--- src/rtl/ihp_pkg.sv ---
`timescale 1ns / 1ps
`default_nettype none
// ----------------------------------------------------------------------------
// Image header probe package
// Shared constants, format codes and the result record.
// ----------------------------------------------------------------------------
package ihp_pkg;

  // Number of leading file bytes kept for format classification.
  localparam int HdrBytes = 32;
  localparam int CntW     = $clog2(HdrBytes + 1);

  typedef logic [HdrBytes-1:0][7:0] hdr_t;

  typedef enum logic [2:0] {
    FmtUnknown = 3'd0,
    FmtJpeg    = 3'd1,
    FmtPng     = 3'd2,
    FmtGif     = 3'd3,
    FmtWebp    = 3'd4,
    FmtBmp     = 3'd5,
    FmtAvif    = 3'd6,
    FmtHeif    = 3'd7
  } img_fmt_e;

  typedef struct packed {
    img_fmt_e           fmt;
    logic signed [31:0] width;
    logic signed [31:0] height;
    logic               corrupt;
  } result_t;

endpackage
`default_nettype wire

--- src/rtl/image_header_probe_core.sv ---
`timescale 1ns / 1ps
`default_nettype none
// ----------------------------------------------------------------------------
// Image header probe core
// Sniffs the format of an image file streamed as bytes and finds its size.
// ----------------------------------------------------------------------------
//  Channel  Direction  Handshake                  Payload
//  in       input      in_valid_i / in_stall_o    data_byte_i, last_byte_i
//  out      output     out_valid_o / out_stall_i  image_format_o, image_width_o,
//                                                 image_height_o, corrupt_o
//
// One byte is taken every cycle unless in_stall_o is high; the result of a file
// is decided in the cycle its deciding byte is transferred and is written into the queue.
// Results wait in a two-entry queue; in_stall_o rises only when it is full.
// Reset clears all control state; the header bytes are kept without reset.
// ----------------------------------------------------------------------------
module image_header_probe_core (
  input  logic               clk_i,
  input  logic               rst_ni,
  input  logic               in_valid_i,
  output logic               in_stall_o,
  input  logic [7:0]         data_byte_i,
  input  logic               last_byte_i,
  output logic               out_valid_o,
  input  logic               out_stall_i,
  output logic [2:0]         image_format_o,
  output logic signed [31:0] image_width_o,
  output logic signed [31:0] image_height_o,
  output logic               corrupt_o
);
  import ihp_pkg::*;

  logic    push, full;
  result_t push_data, out_data;

  ihp_front u_front (
    .clk_i       (clk_i),
    .rst_ni      (rst_ni),
    .in_valid_i  (in_valid_i),
    .full_i      (full),
    .data_byte_i (data_byte_i),
    .last_byte_i (last_byte_i),
    .push_o      (push),
    .push_data_o (push_data)
  );

  ihp_queue u_queue (
    .clk_i       (clk_i),
    .rst_ni      (rst_ni),
    .push_i      (push),
    .push_data_i (push_data),
    .full_o      (full),
    .out_valid_o (out_valid_o),
    .out_stall_i (out_stall_i),
    .out_data_o  (out_data)
  );

  assign in_stall_o     = full;
  assign image_format_o = out_data.fmt;
  assign image_width_o  = out_data.width;
  assign image_height_o = out_data.height;
  assign corrupt_o      = out_data.corrupt;

endmodule
`default_nettype wire

--- src/rtl/ihp_classify.sv ---
`timescale 1ns / 1ps
`default_nettype none
// ----------------------------------------------------------------------------
// Image header probe classifier
// Decides the non-JPEG formats from the stored header bytes and a byte count.
// ----------------------------------------------------------------------------
module ihp_classify (
  input  ihp_pkg::hdr_t        hdr_i,
  input  logic [ihp_pkg::CntW-1:0] n_i,
  output ihp_pkg::result_t     res_o
);
  import ihp_pkg::*;

  logic        png_sig, ihdr, gif_sig, riff, webp, bmp_sig, ftyp;
  logic [31:0] brand;
  logic [31:0] vp8l_bits;
  logic [31:0] w, h;
  logic        bad;
  img_fmt_e    fmt;

  assign png_sig = {hdr_i[0], hdr_i[1], hdr_i[2], hdr_i[3],
                    hdr_i[4], hdr_i[5], hdr_i[6], hdr_i[7]} == 64'h89504E470D0A1A0A;
  assign ihdr    = {hdr_i[12], hdr_i[13], hdr_i[14], hdr_i[15]} == 32'h49484452;
  assign gif_sig = {hdr_i[0], hdr_i[1], hdr_i[2]} == 24'h474946;
  assign riff    = {hdr_i[0], hdr_i[1], hdr_i[2], hdr_i[3]} == 32'h52494646;
  assign webp    = {hdr_i[8], hdr_i[9], hdr_i[10], hdr_i[11]} == 32'h57454250;
  assign bmp_sig = {hdr_i[0], hdr_i[1]} == 16'h424D;
  assign ftyp    = {hdr_i[4], hdr_i[5], hdr_i[6], hdr_i[7]} == 32'h66747970;
  assign brand   = {hdr_i[8], hdr_i[9], hdr_i[10], hdr_i[11]};
  assign vp8l_bits = {hdr_i[24], hdr_i[23], hdr_i[22], hdr_i[21]};

  always_comb begin
    fmt = FmtUnknown;
    w   = '0;
    h   = '0;
    bad = 1'b0;
    if (n_i >= CntW'(8) && png_sig) begin
      fmt = FmtPng;
      if (n_i >= CntW'(24) && ihdr) begin
        w = {hdr_i[16], hdr_i[17], hdr_i[18], hdr_i[19]};
        h = {hdr_i[20], hdr_i[21], hdr_i[22], hdr_i[23]};
      end else begin
        bad = 1'b1;
      end
    end else if (n_i >= CntW'(3) && gif_sig) begin
      fmt = FmtGif;
      if (n_i >= CntW'(10)) begin
        w = {16'h0, hdr_i[7], hdr_i[6]};
        h = {16'h0, hdr_i[9], hdr_i[8]};
      end else begin
        bad = 1'b1;
      end
    end else if (n_i >= CntW'(12) && riff && webp) begin
      fmt = FmtWebp;
      if (n_i < CntW'(30)) begin
        bad = 1'b1;
      end else begin
        case ({hdr_i[12], hdr_i[13], hdr_i[14], hdr_i[15]})
          32'h56503858: begin
            w = {8'h0, hdr_i[26], hdr_i[25], hdr_i[24]} + 32'd1;
            h = {8'h0, hdr_i[29], hdr_i[28], hdr_i[27]} + 32'd1;
          end
          32'h5650384C: begin
            w = {18'h0, vp8l_bits[13:0]} + 32'd1;
            h = {18'h0, vp8l_bits[27:14]} + 32'd1;
          end
          32'h56503820: begin
            w = {18'h0, hdr_i[27][5:0], hdr_i[26]};
            h = {18'h0, hdr_i[29][5:0], hdr_i[28]};
          end
          default: ;
        endcase
        if (w == 32'd0 || h == 32'd0) bad = 1'b1;
      end
    end else if (n_i >= CntW'(2) && bmp_sig) begin
      fmt = FmtBmp;
      if (n_i >= CntW'(26)) begin
        w = {hdr_i[21], hdr_i[20], hdr_i[19], hdr_i[18]};
        h = {hdr_i[25], hdr_i[24], hdr_i[23], hdr_i[22]};
      end else begin
        bad = 1'b1;
      end
    end else if (n_i >= CntW'(12) && ftyp) begin
      case (brand)
        32'h61766966, 32'h61766973: fmt = FmtAvif;
        32'h68656963, 32'h68656978, 32'h68657663, 32'h68657678,
        32'h6865696D, 32'h68656973, 32'h6D696631, 32'h6D736631: fmt = FmtHeif;
        default: fmt = FmtUnknown;
      endcase
    end
    if (fmt != FmtUnknown && (w[31] || h[31])) bad = 1'b1;
  end

  assign res_o.fmt     = fmt;
  assign res_o.width   = w;
  assign res_o.height  = h;
  assign res_o.corrupt = bad;

endmodule
`default_nettype wire

--- src/rtl/ihp_front.sv ---
`timescale 1ns / 1ps
`default_nettype none
// ----------------------------------------------------------------------------
// Image header probe front end
// Accepts file bytes, keeps the header, walks JPEG markers and decides results.
// ----------------------------------------------------------------------------
module ihp_front (
  input  logic             clk_i,
  input  logic             rst_ni,
  input  logic             in_valid_i,
  input  logic             full_i,
  input  logic [7:0]       data_byte_i,
  input  logic             last_byte_i,
  output logic             push_o,
  output ihp_pkg::result_t push_data_o
);
  import ihp_pkg::*;

  typedef enum logic [5:0] {
    PhPrefix = 6'b000001,
    PhMarker = 6'b000010,
    PhLenHi  = 6'b000100,
    PhLenLo  = 6'b001000,
    PhSkip   = 6'b010000,
    PhFrame  = 6'b100000
  } phase_e;

  function automatic logic is_sof(input logic [7:0] m);
    is_sof = m >= 8'hC0 && m <= 8'hCF && m != 8'hC4 && m != 8'hC8 && m != 8'hCC;
  endfunction

  hdr_t            hdr_q, view;
  logic [CntW-1:0] cnt_q, cnt_d, n_cnt;
  phase_e          phase_q, phase_d, w_phase;
  logic [15:0]     seg_q, seg_d, w_seg, seg_len, seg_dec;
  logic [7:0]      mark_q, mark_d, w_mark;
  logic [15:0]     fh_q, fh_d, w_fh, fw_q, fw_d, w_fw;
  logic            given_q, given_d;
  logic            fire, wr, jpeg, walk_done, walk_bad, emit;
  result_t         cls_res, res;

  assign fire = in_valid_i && !full_i;
  assign wr   = cnt_q < CntW'(HdrBytes);

  always_comb begin
    for (int i = 0; i < HdrBytes; i++) begin
      view[i] = (wr && cnt_q == CntW'(i)) ? data_byte_i : hdr_q[i];
    end
  end

  assign n_cnt = wr ? cnt_q + CntW'(1) : cnt_q;
  assign jpeg  = n_cnt >= CntW'(3) && view[0] == 8'hFF && view[1] == 8'hD8 &&
                 view[2] == 8'hFF;

  ihp_classify u_classify (
    .hdr_i (view),
    .n_i   (n_cnt),
    .res_o (cls_res)
  );

  assign seg_len = {seg_q[15:8], data_byte_i};
  assign seg_dec = seg_q - 16'd1;

  // One byte of the marker walk.
  always_comb begin
    w_phase   = phase_q;
    w_seg     = seg_q;
    w_mark    = mark_q;
    w_fh      = fh_q;
    w_fw      = fw_q;
    walk_done = 1'b0;
    walk_bad  = 1'b0;
    case (phase_q)
      PhPrefix: begin
        if (data_byte_i == 8'hFF) w_phase = PhMarker;
      end
      PhMarker: begin
        if (data_byte_i == 8'hD9 || data_byte_i == 8'hDA) begin
          walk_bad = 1'b1;
        end else if (data_byte_i != 8'hFF) begin
          w_mark  = data_byte_i;
          w_phase = PhLenHi;
        end
      end
      PhLenHi: begin
        w_seg   = {data_byte_i, 8'h00};
        w_phase = PhLenLo;
      end
      PhLenLo: begin
        w_seg = seg_len;
        if (seg_len < 16'd2) begin
          walk_bad = 1'b1;
        end else if (is_sof(mark_q)) begin
          w_seg   = '0;
          w_phase = PhFrame;
        end else begin
          w_seg   = seg_len - 16'd2;
          w_phase = (seg_len == 16'd2) ? PhPrefix : PhSkip;
        end
      end
      PhSkip: begin
        w_seg = seg_dec;
        if (seg_dec == 16'd0) w_phase = PhPrefix;
      end
      PhFrame: begin
        case (seg_q)
          16'd1:   w_fh[15:8] = data_byte_i;
          16'd2:   w_fh[7:0]  = data_byte_i;
          16'd3:   w_fw[15:8] = data_byte_i;
          16'd4:   w_fw[7:0]  = data_byte_i;
          default: ;
        endcase
        w_seg     = seg_q + 16'd1;
        walk_done = seg_q >= 16'd4;
      end
      default: w_phase = PhPrefix;
    endcase
  end

  always_comb begin
    cnt_d   = cnt_q;
    phase_d = phase_q;
    seg_d   = seg_q;
    mark_d  = mark_q;
    fh_d    = fh_q;
    fw_d    = fw_q;
    given_d = given_q;
    emit    = 1'b0;
    res     = cls_res;
    if (fire && !given_q) begin
      cnt_d = n_cnt;
      if (jpeg) begin
        phase_d = w_phase;
        seg_d   = w_seg;
        mark_d  = w_mark;
        fh_d    = w_fh;
        fw_d    = w_fw;
        res.fmt = FmtJpeg;
        if (walk_done) begin
          res.width   = {16'h0, w_fw};
          res.height  = {16'h0, w_fh};
          res.corrupt = 1'b0;
        end else begin
          res.width   = '0;
          res.height  = '0;
          res.corrupt = 1'b1;
        end
        emit = walk_done || walk_bad || last_byte_i;
      end else begin
        emit = n_cnt >= CntW'(HdrBytes) || last_byte_i;
      end
      if (emit && !last_byte_i) given_d = 1'b1;
    end
    // The final byte of a file always starts the next one from scratch.
    if (fire && last_byte_i) begin
      cnt_d   = '0;
      phase_d = PhPrefix;
      seg_d   = '0;
      mark_d  = '0;
      fh_d    = '0;
      fw_d    = '0;
      given_d = 1'b0;
    end
  end

  assign push_o      = emit;
  assign push_data_o = res;

  always_ff @(posedge clk_i) begin
    if (fire && !given_q) hdr_q <= view;
  end

  always_ff @(posedge clk_i or negedge rst_ni) begin
    if (!rst_ni) begin
      cnt_q   <= '0;
      phase_q <= PhPrefix;
      seg_q   <= '0;
      mark_q  <= '0;
      fh_q    <= '0;
      fw_q    <= '0;
      given_q <= 1'b0;
    end else begin
      cnt_q   <= cnt_d;
      phase_q <= phase_d;
      seg_q   <= seg_d;
      mark_q  <= mark_d;
      fh_q    <= fh_d;
      fw_q    <= fw_d;
      given_q <= given_d;
    end
  end

  a_no_push_after_result: assert property (@(posedge clk_i) disable iff (!rst_ni)
    given_q |-> !push_o) else $error("result pushed twice for one file");

  a_given_after_early: assert property (@(posedge clk_i) disable iff (!rst_ni)
    (push_o && !last_byte_i) |=> given_q) else $error("early result not recorded");

  a_restart_on_last: assert property (@(posedge clk_i) disable iff (!rst_ni)
    (fire && last_byte_i) |=> (cnt_q == '0 && !given_q))
    else $error("new file did not restart");

endmodule
`default_nettype wire

--- src/rtl/ihp_queue.sv ---
`timescale 1ns / 1ps
`default_nettype none
// ----------------------------------------------------------------------------
// Image header probe result queue
// Two-entry result queue whose head register drives the output channel.
// ----------------------------------------------------------------------------
module ihp_queue (
  input  logic             clk_i,
  input  logic             rst_ni,
  input  logic             push_i,
  input  ihp_pkg::result_t push_data_i,
  output logic             full_o,
  output logic             out_valid_o,
  input  logic             out_stall_i,
  output ihp_pkg::result_t out_data_o
);
  import ihp_pkg::*;

  result_t     mem_q [2];
  logic        wr_ptr_q, rd_ptr_q;
  logic [1:0]  cnt_q;
  logic        pop;

  assign full_o      = cnt_q == 2'd2;
  assign out_valid_o = cnt_q != 2'd0;
  assign pop         = out_valid_o && !out_stall_i;
  assign out_data_o  = mem_q[rd_ptr_q];

  always_ff @(posedge clk_i) begin
    if (push_i) mem_q[wr_ptr_q] <= push_data_i;
  end

  always_ff @(posedge clk_i or negedge rst_ni) begin
    if (!rst_ni) begin
      wr_ptr_q <= 1'b0;
      rd_ptr_q <= 1'b0;
      cnt_q    <= '0;
    end else begin
      if (push_i) wr_ptr_q <= ~wr_ptr_q;
      if (pop) rd_ptr_q <= ~rd_ptr_q;
      cnt_q <= cnt_q + {1'b0, push_i} - {1'b0, pop};
    end
  end

  a_no_push_full: assert property (@(posedge clk_i) disable iff (!rst_ni)
    full_o |-> !push_i) else $error("push into full queue");

  a_pop_drains: assert property (@(posedge clk_i) disable iff (!rst_ni)
    (pop && !push_i) |=> (cnt_q + 2'd1 == $past(cnt_q)))
    else $error("queue count wrong after pop");

endmodule
`default_nettype wire

--- config.mk ---
export PLATFORM = sky130hd
export DESIGN_NAME = image_header_probe_core
export DESIGN_NICKNAME = d
export VERILOG_FILES = /design/src/rtl/ihp_pkg.sv /design/src/rtl/image_header_probe_core.sv /design/src/rtl/ihp_classify.sv /design/src/rtl/ihp_front.sv /design/src/rtl/ihp_queue.sv
export SDC_FILE = /design/constraint.sdc
export NUM_CORES = 1
export LEC_CHECK = 0
export BUFFER_PORTS_ARGS = -buffer_cell sky130_fd_sc_hd__buf_2
export CAP_MARGIN = 40
export CORE_ASPECT_RATIO = 0.9
export CORE_MARGIN = 1
export CORE_UTILIZATION = 46
export DETAILED_ROUTE_END_ITERATION = 6
export PLACE_DENSITY = 0.68
export RECOVER_POWER = 25
export SKIP_LAST_GASP = 1
export SLEW_MARGIN = 5
export SYNTH_ARGS = -nofsm -noshare
export SYNTH_HDL_FRONTEND = slang
export SYNTH_SLANG_ARGS = --single-unit
--- constraint.sdc ---
create_clock -name clk_i -period 18.7 [get_ports clk_i]
set_input_delay 2.805 -clock clk_i [delete_from_list [all_inputs] [get_ports clk_i]]
set_output_delay 2.805 -clock clk_i [all_outputs]
set_load 0.01 [all_outputs]
==> metrics.csv, run 1 <==
metric,value,unit
FF-to-FF setup slack,12720,ps
post-cts resize count,0,
total CTS buffers,49,
IO buf count,82,
Mapped Nets,2687,
Post-DRT Antenna Nets,0,
die width,256,um
initial antenna violation count,2,
fin nets,2698,
post-synth cell types,94,
Peak VDD IR,0.0000770,V
WHS,491,ps
reg-to-reg endpoint,u_queue.mem_q[0][48],
fill count,5153,
first-pass GRT wire length,148000,um
HP Class,reg -> reg,
Placement Rows,83,
HPWL after DPL,69300,um
routed vias/inst,6.79,
MaxCap Viol Count,14,
R2R Path Start,u_front.cnt_q[0],
average size of a mapped cell,10.1,um2
LEAKAGE,10.9,nW
CTS Sinks,449,
Final Max Tran Viols,467,
pin count of the biggest net entering global routing,169,
1st-pass router iterations,7,
H-tree levels,2,
DR WL met3,9560,um
CTS tree,yes,
final setup margin,9100,ps
cell total after placement,3384,
initial DRC count,3295,
Synth Instances,2659,
post-layout util,0.518,
"Seq/Total Area, Yosys",0.490,
crit path capture type,flip-flop,
Root Buffer,clkbuf_16,
aggregate routed wire length,101000,um
clock tree buffer depth,3,
ys async rst share,0.163,
multi-input logic area,12500,um2
Placer Congestion,1.03,
fin crit share,0.513,
IO Count,83,
Slew @ Worst Pin,3600,ps
data required time of the worst path,19160,ps
"Cell Count, Final, Fillers Out",3476,
worst skew pair latency,620,ps
Ys Warns,0,
Final Hold Fails,0,
vias in the first global route,22300,
hold path startpoint,u_queue.rd_ptr_q,
Worst Path Arrival,10060,ps
cells on worst reg2reg path,14,
Synth Cell Area,26800,um2
worst slack at placement,11260,ps
number of setup buffers added after CTS,0,
Hold EP,u_queue.rd_ptr_q,
run status,"complete, but fails checks",
synthesis-to-finish area growth,10.8,%
GRT Util Overall,0.333,
Met2 Wirelength,45400,um
Vias,23600,
clk slew on worst S/H paths,60,ps
DRC viols,15,
Metal-1 WL,39300,um
Post-synth EDFFs,376,
share of cells above drive strength 1,0.137,
cts hold-fix bufs,0,
CP Launch Type,primary input,
highest metal used,met5,
Max Freq,0.104,GHz
Total Die Area,59100,um2
routed len/inst,28.9,um
CP Max Fanout,33,
main flop type after synthesis,edfxtp_1,
Tmin final,9600,ps
Setup TNS Final,0,ps
Setup Skew,27.7,ps
top area cells in the synthesized netlist,"edfxtp_1, dfrtp_1, mux2_2",
RSZ-0062 raised after global routing,false,
FF/Latch Area,13100,um2
"area leader, netlist",edfxtp_1,
Core Box Area,57200,um2
Slew HR,-1.40,
"FF+latch count, synth",449,
final setup violation count,0,
Die Y,231,um
failing checks,"design-rule violations, max-capacitance violations, max-slew violations",
Starting Density,0.468,
Yosys top cell area share,0.422,
power density over cell area,116,nW/um2
total congestion overflow,0,
Hold Path Stages,1,
Crit Path Class,in -> reg,
[worst max-delay path by stage]
stage	start	end	slack (ps)	depth (start not counted)
final	data_byte_i[3]	u_queue.mem_q[0][48]	9100	13
after global routing	data_byte_i[3]	u_queue.mem_q[0][48]	9190	13
after CTS	data_byte_i[6]	u_queue.mem_q[0][50]	11890	10
after global placement	data_byte_i[4]	u_queue.mem_q[0][0]	11260	12
after detailed placement	data_byte_i[4]	u_queue.mem_q[0][0]	11260	12
after floorplan	in_valid_i	u_queue.mem_q[0][0]	1370	4
[layout make-up]
class                      count  share of cell area
clock buffer                  63              0.0445
clock inverter                27              0.0109
sequential                   449               0.442
timing repair buffer         149              0.0344
inverter                     119              0.0151
antenna                        2            0.000169
tap                          765              0.0323
multi-input combinational   1902               0.420
[cell usage in the layout (no fill, tap or decap), types with 15 or more instances in the layout]
| master | count |
|---|---|
| xor2_1 | 18 |
| nand2_1 | 262 |
| inv_1 | 116 |
| dfrtp_1 | 71 |
| a31oi_1 | 16 |
| nor2_1 | 189 |
| edfxtp_1 | 376 |
| o211ai_1 | 22 |
| buf_4 | 38 |
| a21oi_1 | 124 |
| buf_2 | 77 |
| a32oi_1 | 17 |
| nand4_1 | 52 |
| clkbuf_1 | 30 |
| mux2i_1 | 96 |
| a221o_1 | 29 |
| o22ai_1 | 26 |
| nor3_1 | 60 |
| clkbuf_16 | 50 |
| ha_1 | 15 |
| and2_1 | 20 |
| xnor2_1 | 57 |
| a22oi_1 | 16 |
| o21ai_0 | 213 |
| a222oi_1 | 16 |
| nor4_1 | 36 |
| mux2_2 | 121 |
| nand3_1 | 109 |
| and3_1 | 28 |
| o221ai_1 | 25 |
[critical path, cell delays in order]
cell and delay, ps:
buf_2 70, clkbuf_1 2080, clkinv_1 250, clkbuf_1 1170
o21ai_0 1050, nand4b_1 210, nor4_1 280, and4b_1 250
buf_4 390, nand2_2 430, buf_16 310, o221ai_1 430
a221o_1 210
[cell usage after synthesis, types with 11 or more instances]
master     instances
edfxtp_1         376
nand2_1          263
o21ai_0          213
nor2_1           189
clkbuf_1         131
mux2_2           128
a21oi_1          124
inv_1            117
nand3_1          109
mux2i_1           96
dfrtp_1           72
nor3_1            60
xnor2_1           57
nand4_1           52
nor4_1            36
buf_2             30
a221o_1           29
and3_1            29
o22ai_1           26
and2_1            25
o221ai_1          25
o211ai_1          22
buf_1             21
xor2_1            18
a32oi_1           17
a222oi_1          16
a22oi_1           16
a31oi_1           16
ha_1              15
nor2b_1           15
nand2b_1          14
nand3b_1          14
nor3b_1           14
o2111ai_1         14
a21o_1            13
and4_1            13
or4_1             13
a211oi_1          12
o31ai_1           12
or3_1             12
a221oi_1          11
nand4b_1          11
[flip-flops by register name, summed over array words and instances, names as in the netlist]
| signal | cells |
|---|---|
| u_front.fh_q | 16 |
| u_front.hdr_q | 240 |
| u_front.fw_q | 16 |
| u_queue.mem_q | 136 |
| u_front.given_q | 1 |
| u_queue.wr_ptr_q | 1 |
| u_front.cnt_q | 6 |
| u_queue.rd_ptr_q | 1 |
| u_front.phase_q | 6 |
| u_front.mark_q | 8 |
| u_queue.cnt_q | 2 |
| u_front.seg_q | 16 |
[where the power goes]
group	switching, W	internal [W]	leakage [nW]	total [W]
clock	0.000426	0.000584	0.785	0.00101
combinational	0.000654	0.000315	5.69	0.000970
sequential	0.000114	0.00135	4.44	0.00147
[logic make-up after synthesis]
group                    Yosys count  share of synthesized area
buffers and inverters            308                     0.0459
XOR/XNOR                          75                     0.0245
adder cells (fa/ha/maj)           15                    0.00701
AO/OA/AOI/OAI                    656                      0.162
multiplexers                     224                     0.0898
AND/OR/NAND/NOR                  932                      0.180
flip-flops                       449                      0.490
[routing by layer]
layer / vias up / track usage
met5: - / 0
met4: 2 / 0.192
met3: 337 / 0.0576
met2: 1528 / 0.521
met1: 11600 / 0.437
li1: 10100 / -
[through the flow]
step	power (W)	instance area [um2]
2_1_floorplan	0.00212	26800
3_3_place_gp	0.00240	27800
3_5_place_dp	0.00243	28100
4_1_cts	0.00344	29700
5_1_grt	0.00357	29600
6_report	0.00345	29700
Note: power is estimated with default switching activity, not from simulation.
==> run 2, diff against run 1 <==
--- a/config.mk
+++ b/config.mk
@@ -5,13 +5,14 @@
 export SDC_FILE = /design/constraint.sdc
 export NUM_CORES = 1
 export LEC_CHECK = 0
+export ABC_AREA = 1
 export BUFFER_PORTS_ARGS = -buffer_cell sky130_fd_sc_hd__buf_2
 export CAP_MARGIN = 40
 export CORE_ASPECT_RATIO = 0.9
 export CORE_MARGIN = 1
 export CORE_UTILIZATION = 46
 export DETAILED_ROUTE_END_ITERATION = 6
-export PLACE_DENSITY = 0.68
+export PLACE_DENSITY = 0.7
 export RECOVER_POWER = 25
 export SKIP_LAST_GASP = 1
 export SLEW_MARGIN = 5
==> constraint.sdc (replaced) <==
create_clock -name clk_i -period 8.1 [get_ports clk_i]
set_input_delay 1.215 -clock clk_i [delete_from_list [all_inputs] [get_ports clk_i]]
set_output_delay 1.215 -clock clk_i [all_outputs]
set_load 0.01 [all_outputs]
==> run 2 against run 1 <==
The run ends with max-capacitance violations, max-slew violations left. Critical endpoint is now u_queue.mem_q[0][0]. Largest cell class unchanged. Sequential share of layout area grew 0.88 points. Non-clock buffer count shrank 23. Cell area shrank 2.0%. Clock power grew 130%. Wire length shrank 12%. Critical path type is now reg -> reg. Largest power group unchanged. Critical path depth grew 2. Synthesized cell count grew 25%.
==> metrics.csv, run 2 <==
metric,value,unit,change
run status,"complete, but fails checks",,
failing checks,"max-capacitance violations, max-slew violations",,
Final Max Tran Viols,156,,-67%
CTS tree,yes,,
post-synth cell types,58,,-38%
H-tree levels,2,,unchanged
max reg flops,240,,unchanged
Slew @ Worst Pin,3300,ps,-305 ps
Crit Path Class,reg -> reg,,
initial antenna violation count,2,,unchanged
Tmin final,5760,ps,
Max Freq,0.174,GHz,
main flop type after synthesis,edfxtp_1,,
ant diodes,0,,-2
final setup violation count,0,,unchanged
share of cells above drive strength 1,0.0863,,-0.0510
Root Buffer,clkbuf_16,,
LEAKAGE,12.3,nW,+12%
GRT Util Overall,0.302,,-0.0311
Die Y,230,um,-0.41%
Post-DRT Antenna Nets,0,,unchanged
initial DRC count,3303,,+0.24%
worst skew pair latency,620,ps,about the same
cts hold-fix bufs,0,,unchanged
most frequent cells in the layout,"nand2_1, inv_1, edfxtp_1",,
Core Box Area,57000,um2,-0.36%
number of setup buffers added after CTS,0,,unchanged
die width,255,um,-0.42%
routed len/inst,21.3,um,-26%
CP Launch Type,flip-flop,,
routed vias/inst,5.76,,-15%
"Seq/Total Area, Yosys",0.494,,+0.00414
IO Count,83,,unchanged
Vias,24000,,+1.5%
Mapped Nets,3352,,+25%
"FF+latch count, synth",449,,unchanged
Peak VDD IR,0.000278,V,+260%
Synth Cell Area,26500,um2,-0.84%
Post-synth EDFFs,376,,unchanged
Ys Warns,0,,unchanged
total internal power,0.00524,W,+130%
worst slack at placement,2740,ps,-8520 ps
total congestion overflow,0,,unchanged
IO buf count,82,,unchanged
Placed Area,27600,um2,-1.7%
Placement Rows,83,,unchanged
total CTS buffers,48,,-2.0%
data required time of the worst path,8570,ps,"-10,590 ps"
Synth top cells by count,"nand2_1, inv_1, edfxtp_1",,
DRC viols,0,,-15
Yosys top cell area share,0.425,,+0.00356
Starting Density,0.465,,-0.00222
Setup Skew,29.4,ps,+1.63 ps
"commonest non-fill, non-tap cell in the layout",nand2_1,,
Largest regs,"u_front.hdr_q (240), u_queue.mem_q (136)",,
power density over cell area,286,nW/um2,+150%
aggregate routed wire length,88500,um,-12%
fin nets,3384,,+25%
CTS Sinks,449,,unchanged
Total Die Area,58700,um2,-0.83%
Slew HR,-1.20,,+0.203
"area leader, netlist",edfxtp_1,,
final setup margin,2340,ps,-6760 ps
fin crit share,0.711,,
HP Class,reg -> reg,,
pin count of the biggest net entering global routing,179,,+5.9%
Biggest register,u_front.hdr_q,,
ys async rst share,0.163,,unchanged
Synth Instances,3324,,+25%
part of the power in combinational logic,0.310,,+0.029
vias in the first global route,21900,,-2.0%
Placer Congestion,0.998,,-3.3%
"count leader, synth",nand2_1,,
FF-to-FF setup slack,2340,ps,"-10,380 ps"
Worst Path Arrival,6230,ps,-3830 ps
clk slew on worst S/H paths,60,ps,about the same
top area cells in the synthesized netlist,"edfxtp_1, nand2_1, dfrtp_1",,
Final Hold Fails,0,,unchanged
HPWL after DPL,61900,um,-11%
Finished Cell Area,29100,um2,-2.0%
Setup TNS Final,0,ps,unchanged
1st-pass router iterations,6,,-1
post-cts resize count,0,,unchanged
average size of a mapped cell,7.98,um2,-21%
first-pass GRT wire length,134000,um,-8.9%
CP Max Fanout,36,,+9.1%
synthesis-to-finish area growth,9.57,%,
power share of the clock group,0.283,,-0.010
Sequential Power Share,0.407,,-0.019
crit path capture type,flip-flop,,
MaxCap Viol Count,4,,-10
RSZ-0062 raised after global routing,false,,
Switching Share,0.370,,+0.0236
clock tree buffer depth,3,,unchanged
switching power,0.00308,W,+160%
run 2: changes by cell type after synthesis, moves of 54 or more:
cell      previous run  this run
a21oi_1            124        63
clkbuf_1           131        75
inv_1              117       379
mux2_2             128         0
mux2i_1             96         0
nand2_1            263      1016
nand3_1            109       200
nor2_1             189       297
o21ai_1             10        74
xnor2_1             57         3
run 2: cell families after synthesis:
group / synth area share
AOI/OAI and AO/OA: 0.116
xor gates and xnor gates: 0.0106
adders and majority gates: 0.00707
buffers and inverters: 0.0870
DFF: 0.494
and+or+nand+nor: 0.285
run 2: path summary, 6_finish.rpt:
path / depth (start not counted) / end / startpoint
worst max register to register: 15 / u_queue.mem_q[0][0] / u_front.cnt_q[2]
worst min-delay path: 2 / u_front.mark_q[3] / u_front.mark_q[3]
worst min register to register: 2 / u_front.mark_q[3] / u_front.mark_q[3]
worst max-delay path: 15 / u_queue.mem_q[0][0] / u_front.cnt_q[2]
min in group asynchronous: 1 / u_front.fw_q[2] / rst_ni
max in group asynchronous: 3 / u_front.cnt_q[2] / rst_ni
run 2: power groups by stage:
stage | combinational [W] | sequential [W] | clock, W
2_1_floorplan | 0.00175 | 0.00340 | 0
3_3_place_gp | 0.00251 | 0.00341 | 0
3_5_place_dp | 0.00253 | 0.00342 | 0
4_1_cts | 0.00255 | 0.00338 | 0.00237
5_1_grt | 0.00289 | 0.00343 | 0.00245
6_report | 0.00258 | 0.00338 | 0.00235
run 2: through the flow:
| step | hold WS (ps) | std cells | util | power (W) |
|---|---|---|---|---|
| global route | 506 | 4161 | 0.510 | 0.00877 |
| floorplan | 448 | 3324 | - | 0.00515 |
| detailed placement | 482 | 4071 | 0.485 | 0.00595 |
| finish | 494 | 4161 | 0.510 | 0.00831 |
| global placement | 473 | 4063 | 0.481 | 0.00592 |
| CTS | 416 | 4161 | 0.514 | 0.00830 |
run 2: area by class of cell:
class	count	area (um2)
Inverter	409	1540
Tap cell	765	957
Multi-Input combinational cell	2322	10900
Timing Repair Buffer	126	843
Sequential cell	449	13100
Clock buffer	55	1250
Clock inverter	35	437
Fill cell	5414	27900
run 2: worst max-delay path, stage by stage, from the launching register on:
cell	delay (ps)
dfrtp_1	730
inv_1	270
nor2_1	470
nand3_1	660
o21ai_0	930
nand4_1	300
nor4_1	310
nand3_1	140
nor3_2	320
nand2_1	100
buf_4	270
inv_2	600
nand2_1	150
nand3_1	110
nor2_1	70
a21oi_2	150
run 2: layer usage:
layer | part of all wire | wire [um] | track usage
met1 | 0.43 | 38100 | 0.438
met3 | 0.099 | 8720 | 0.0491
met4 | 0.039 | 3410 | 0.107
met2 | 0.43 | 38300 | 0.453
met5 | 0.00015 | 13 | 0
